File: src/sv/cpuu_pkg.sv
// Shared types and constants for the CPU utilization block.
// Used by the divider and the top level; depends on nothing.
`default_nettype none

package cpuu_pkg;

   localparam int LINE_W       = 5;     // cpu_index / line_index width
   localparam int CNT_W        = 32;    // one cumulative time counter
   localparam int NUM_COUNTERS = 9;
   localparam int PCT_W        = 15;    // percent * 256
   localparam int SLOT_W       = 4;
   localparam int REQ_DATA_W   = NUM_COUNTERS * CNT_W;               // 288
   localparam int RSP_DATA_W   = ((NUM_COUNTERS * PCT_W + 7) / 8) * 8; // 136
   localparam int RSP_USER_W   = LINE_W + 1;

   // percent with 8 fractional bits: share = delta * 100 * 256 / total
   localparam int SCALE_MUL    = 100;
   localparam int PROD_W       = CNT_W + 7;        // delta * 100 fits 39 bits
   localparam int PROD_LOW_W   = PROD_W - CNT_W;   // product bits below the first partial remainder
   localparam int FRAC_BITS    = 8;

   localparam logic [SLOT_W-1:0] IDLE_SLOT  = SLOT_W'(3);
   localparam logic [SLOT_W-1:0] LAST_SLOT  = SLOT_W'(NUM_COUNTERS - 1);
   localparam logic [PCT_W-1:0]  FULL_SCALE = PCT_W'(25600);

   // sequencer states, one-hot
   typedef enum logic [7:0] {
      ST_IDLE    = 8'b0000_0001,
      ST_PRIME   = 8'b0000_0010,
      ST_RD      = 8'b0000_0100,
      ST_ACC     = 8'b0000_1000,
      ST_CHK     = 8'b0001_0000,
      ST_DIVGO   = 8'b0010_0000,
      ST_DIVWAIT = 8'b0100_0000,
      ST_OUT     = 8'b1000_0000
   } seq_state_type;

   typedef logic [CNT_W-1:0] counter_type;
   typedef logic [PCT_W-1:0] pct_type;

endpackage

`default_nettype wire

File: src/sv/cpuu_div.sv
// Bit-serial restoring divider: floor(dividend * 25600 / divisor), saturated.
// Depends on cpuu_pkg. One quotient bit per cycle; done pulses after the last quotient bit.
`default_nettype none

module cpuu_div (
   input  logic                   clock,
   input  logic                   reset,
   input  logic                   start,
   input  cpuu_pkg::counter_type  dividend,
   input  cpuu_pkg::counter_type  divisor,   // held stable, nonzero
   output logic                   done,
   output cpuu_pkg::pct_type      quotient
);
   import cpuu_pkg::*;

   logic [PROD_W-1:0]  prod_ff, prod_in;
   logic               sat_ff, sat_in;
   logic [CNT_W-1:0]   rem_ff, rem_in;
   logic [PCT_W-1:0]   sh_ff, sh_in;
   logic [PCT_W-1:0]   q_ff, q_in;
   logic [SLOT_W-1:0]  cnt_ff, cnt_in;
   logic               load_ff, load_in;
   logic               run_ff, run_in;
   logic               done_ff, done_in;
   logic [CNT_W:0]     trial;
   logic               fits;

   // trial subtract of the divisor from the shifted partial remainder
   assign trial = {rem_ff, sh_ff[PCT_W-1]};
   assign fits  = trial >= {1'b0, divisor};

   always_comb begin
      prod_in = prod_ff;
      sat_in  = sat_ff;
      rem_in  = rem_ff;
      sh_in   = sh_ff;
      q_in    = q_ff;
      cnt_in  = cnt_ff;
      load_in = 1'b0;
      run_in  = run_ff;
      done_in = 1'b0;
      priority if (start) begin
         // delta * 100 here; the * 256 is the zero tail of the shift register
         prod_in = PROD_W'(dividend) * PROD_W'(SCALE_MUL);
         sat_in  = dividend >= divisor;
         load_in = 1'b1;
      end else if (load_ff) begin
         // top bits of the scaled dividend are already below the divisor
         rem_in = prod_ff[PROD_W-1:PROD_LOW_W];
         sh_in  = {prod_ff[PROD_LOW_W-1:0], {FRAC_BITS{1'b0}}};
         q_in   = '0;
         cnt_in = SLOT_W'(PCT_W);
         run_in = 1'b1;
      end else if (run_ff) begin
         rem_in = fits ? CNT_W'(trial - {1'b0, divisor}) : trial[CNT_W-1:0];
         q_in   = {q_ff[PCT_W-2:0], fits};
         sh_in  = {sh_ff[PCT_W-2:0], 1'b0};
         cnt_in = cnt_ff - SLOT_W'(1);
         if (cnt_ff == SLOT_W'(1)) begin
            run_in  = 1'b0;
            done_in = 1'b1;
         end
      end else begin
         // idle: hold
      end
   end

   // control flops
   always_ff @(posedge clock) begin
      if (reset) begin
         load_ff <= 1'b0;
         run_ff  <= 1'b0;
         done_ff <= 1'b0;
         cnt_ff  <= '0;
      end else begin
         load_ff <= load_in;
         run_ff  <= run_in;
         done_ff <= done_in;
         cnt_ff  <= cnt_in;
      end
   end

   // datapath flops
   always_ff @(posedge clock) begin
      prod_ff <= prod_in;
      sat_ff  <= sat_in;
      rem_ff  <= rem_in;
      sh_ff   <= sh_in;
      q_ff    <= q_in;
   end

   assign done     = done_ff;
   assign quotient = sat_ff ? FULL_SCALE : q_ff;

endmodule

`default_nettype wire

File: config.mk
export PLATFORM = sky130hd
export DESIGN_NAME = cpuu_div
export DESIGN_NICKNAME = d
export VERILOG_FILES = /design/src/sv/cpuu_pkg.sv /design/src/sv/cpuu_div.sv
export SDC_FILE = /design/constraint.sdc
export NUM_CORES = 1
export LEC_CHECK = 0
export BUFFER_PORTS_ARGS = -buffer_cell sky130_fd_sc_hd__buf_2
export CAP_MARGIN = 20
export CORE_MARGIN = 5
export CORE_UTILIZATION = 40
export DETAILED_ROUTE_END_ITERATION = 10
export PLACE_DENSITY = 0.58
export SETUP_SLACK_MARGIN = 0.02
export SLEW_MARGIN = 20
export SYNTH_ARGS = -nofsm -noshare
export SYNTH_HDL_FRONTEND = slang
export SYNTH_SLANG_ARGS = --single-unit
File: constraint.sdc
create_clock -name clock -period 4.78 [get_ports clock]
set_clock_uncertainty 0.2 [all_clocks]
set_input_delay 0.956 -clock clock [delete_from_list [all_inputs] [get_ports clock]]
set_output_delay 0.956 -clock clock [all_outputs]
set_load 0.01 [all_outputs]
==> impl_metrics.ini <==
[yosys]
syn-mean-instance-area_sq_um = 9.37
yosysWarnings = 0
seq_area_frac_synth_pct = 28.7
yosys.area.top_type_share_pct = 27.3
synth_area_leaders = edfxtp_1, ha_1, inv_1, fa_1, a21oi_1
synth-seq-cells = 97
synth_area_sq_mm = 0.00989
synth_common_cells = ha_1, inv_1, edfxtp_1
synth_cells = 1055
yosysTopAreaCell = edfxtp_1
yosysUniqueCellTypes = 68
synth_ff_type = edfxtp_1
syn_nets = 1316
yosysMostFrequentCell = ha_1
async_flop_share_pct = 0
synth_edf_count = 90

[critical_path]
cpMaxStageDelayCell = fa_1
arrival_ns = 4.40
path_delay_family = adder cells
crit_chain = buf_2 -> ha_1 -> ha_1 -> inv_1 -> fa_1 -> inv_1 -> ha_1 -> o21ai_0 -> o21ai_1 -> or3b_1 -> a21o_1 -> a2111oi_2 -> buf_4 -> o31ai_2 -> o21ai_0 -> a21oi_1 -> xnor2_1
worstPathRequired_ns = 4.68
r2r_cells = 10
path_max_fanout = 3
r2r_end = rem_ff[9]
ff2ff_setup_slack_ns = 1.28
r2r_start = rem_ff[5]
worstSetupPathType = in2reg
endpoint_kind = flop
cp-start-kind = primary input
cp_common_cell = ha_1
worstPathBufferInverterCount = 4
cp_slowest_stage_delay_ns = 0.49

[cells_and_area]
fill_cells = 2379
multiInputGateArea_sq_mm = 0.00636
drive_above_1_share_pct = 16.7
n_antenna_cell = 0
seq_area_sq_mm = 0.00284
synthToLayoutAreaGrowth_pct = 14.9
layout.nets = 1448
fin_cells = 1516

[min_path]
holdPathStages = 1
whs_endpoint = cnt_ff[3]
hold_start = cnt_ff[3]
hp-class = reg2reg

[clock_tree]
cts.clk_slew.worst_paths_ns = 0.07
cts_root_buffer = clkbuf_16
cts_tree = yes
htreeDepth = 3
cts_buffer_depth = 2
clock-sinks = 97
numCtsBuffers = 9
clock_latency_ns = 0.35

[timing]
finalMaxSlewViolations = 0
post-route-min-period_ns = 4.50
fin_hold_ws_ns = 0.279
worst_pin_slew_ns = 0.854
setup_viol = 0
maxClockFrequency_ghz = 0.222
rsz0062_at_grt = no
min_period_over_period_pct = 94.2
hold_viol_final = 0
maxSlewHeadroom_pct = 42.9

[power_and_ir_drop]
vdd_drop_max_v = 0.000163
p_leak_uw = 0.00545
power.density_mw_per_mm2 = 312
finalPower_uw = 3550

[die]
ios = 83
die_w_microns = 167
die_area_sq_mm = 0.0280
die_h_microns = 167
core_sq_mm = 0.0243
num_rows = 57
start_util_pct = 40.7

[routing]
num_vias = 7785
drc = 0
wl_mm = 22.3
wire_per_inst_microns = 14.7
ant_nets = 0
drt_iter0_markers = 419
dr.pass1.iters = 5
viasPerCell = 5.14

[grt]
grt_pass1_vias = 7491
grt_overflow = 0
grt_pass1_wl_mm = 36.9
grt_max_degree = 46
track_usage_pct = 15.8
grt_antenna_before_repair = 0

[run_status]
run_status = complete, no violations

[placement]
port_buffers = 82
gp_congestion = 0.848
dp.cells = 1500
post-dp-hpwl_mm = 18.6

[job]
cap_violations = 0
## worst max path at each step
stage	from	depth (start not counted)	end	slack (ns)
finish	dividend[3]	17	prod_ff[37]	0.28
global route	dividend[3]	17	prod_ff[37]	0.02
CTS	dividend[16]	17	prod_ff[37]	0.12
detailed placement	dividend[16]	17	prod_ff[37]	-0.34
global placement	dividend[16]	17	prod_ff[37]	-0.24
floorplan	dividend[10]	15	prod_ff[37]	0.28
## metrics by stage
step,utilization [%],setup WS (ns),TNS [ns],instance area (sq um)
2_1_floorplan,-,0.281,0,9890
3_3_place_gp,45.6,-0.238,-0.725,11100
3_5_place_dp,45.6,-0.341,-1.13,11100
4_1_cts,46.7,0.117,0,11400
5_1_grt,46.7,0.0213,0,11400
6_report,46.7,0.280,0,11400
## sequential cells by signal (all words and copies together), names as in the netlist
name / count
cnt_ff: 4
done: 1
load_ff: 1
prod_ff: 37
q_ff: 15
rem_ff: 32
run_ff: 1
sat_ff: 1
sh_ff: 5
## worst register-to-register path, cell delays in order (launching register included)
cell	delay, ns
edfxtp_1	0.40
ha_1	0.38
a21oi_1	0.19
o21ai_1	0.14
or3_1	0.34
o211ai_2	0.21
o2111ai_2	0.25
a31oi_4	0.24
buf_4	0.41
o21ai_0	0.21
mux2_2	0.29
## cells by family after synthesis
group,count (synthesis),share of synthesized area [%]
AO/OA/AOI/OAI,282,18.9
AND/OR/NAND/NOR,228,11.7
adder cells (fa/ha/maj),194,26.7
buffers and inverters,181,7.10
flip-flops,97,28.7
XOR/XNOR,50,4.43
multiplexers,23,2.56
## timing repair
item / 4_1_cts / 5_1_grt
pin swaps: 0 / 0
endpoints found under the setup margin: 1 / 3
resized for setup: 1 / 3
buffers inserted: 0 / 0
hold buffers: 0 / 0
## area by class of cell
class	count	area share, %
flip-flops and latches	97	25.0
clock inverters	6	0.374
well taps	324	3.57
multi-input cells	777	56.0
inverters	158	5.22
clock buffers	10	2.02
repair buffers	144	7.82
## report_power, final
group | internal, uW | switching [uW] | total (uW)
Clock | 354 | 319 | 673
Combinational | 773 | 888 | 1660
Sequential | 1160 | 56.6 | 1210
## layer usage
metal	vias to the layer above	track usage (%)	wire length [microns]	part of all wire [%]
li1	4005	-	-	-
met1	3655	22.9	11300	51
met2	111	25.7	10200	46
met3	14	1.63	646	2.9
met4	0	3.21	195	0.87
met5	-	0	0	0
## cells in the final DEF, fill, tap and decap left out, types with 3 or more instances in the layout
cell type / n
a211oi_1: 11
a21o_1: 47
a21oi_1: 77
a311oi_1: 5
a31oi_1: 9
and2_1: 7
and3_1: 8
and4_1: 3
buf_2: 82
buf_4: 61
clkbuf_16: 9
dfxtp_1: 7
edfxtp_1: 90
fa_1: 28
ha_1: 166
inv_1: 158
mux2_2: 18
mux2i_1: 5
nand2_1: 53
nand2b_1: 10
nand3_1: 10
nand4_1: 14
nor2_1: 56
nor2b_1: 37
nor3_1: 8
nor4_1: 4
o211ai_1: 8
o21a_1: 18
o21ai_0: 59
o21ai_1: 7
o21bai_1: 8
o31a_1: 3
o31ai_2: 3
or2_2: 6
or3_1: 4
xnor2_1: 32
xor2_1: 18
Note: power is estimated with default switching activity, not from simulation.
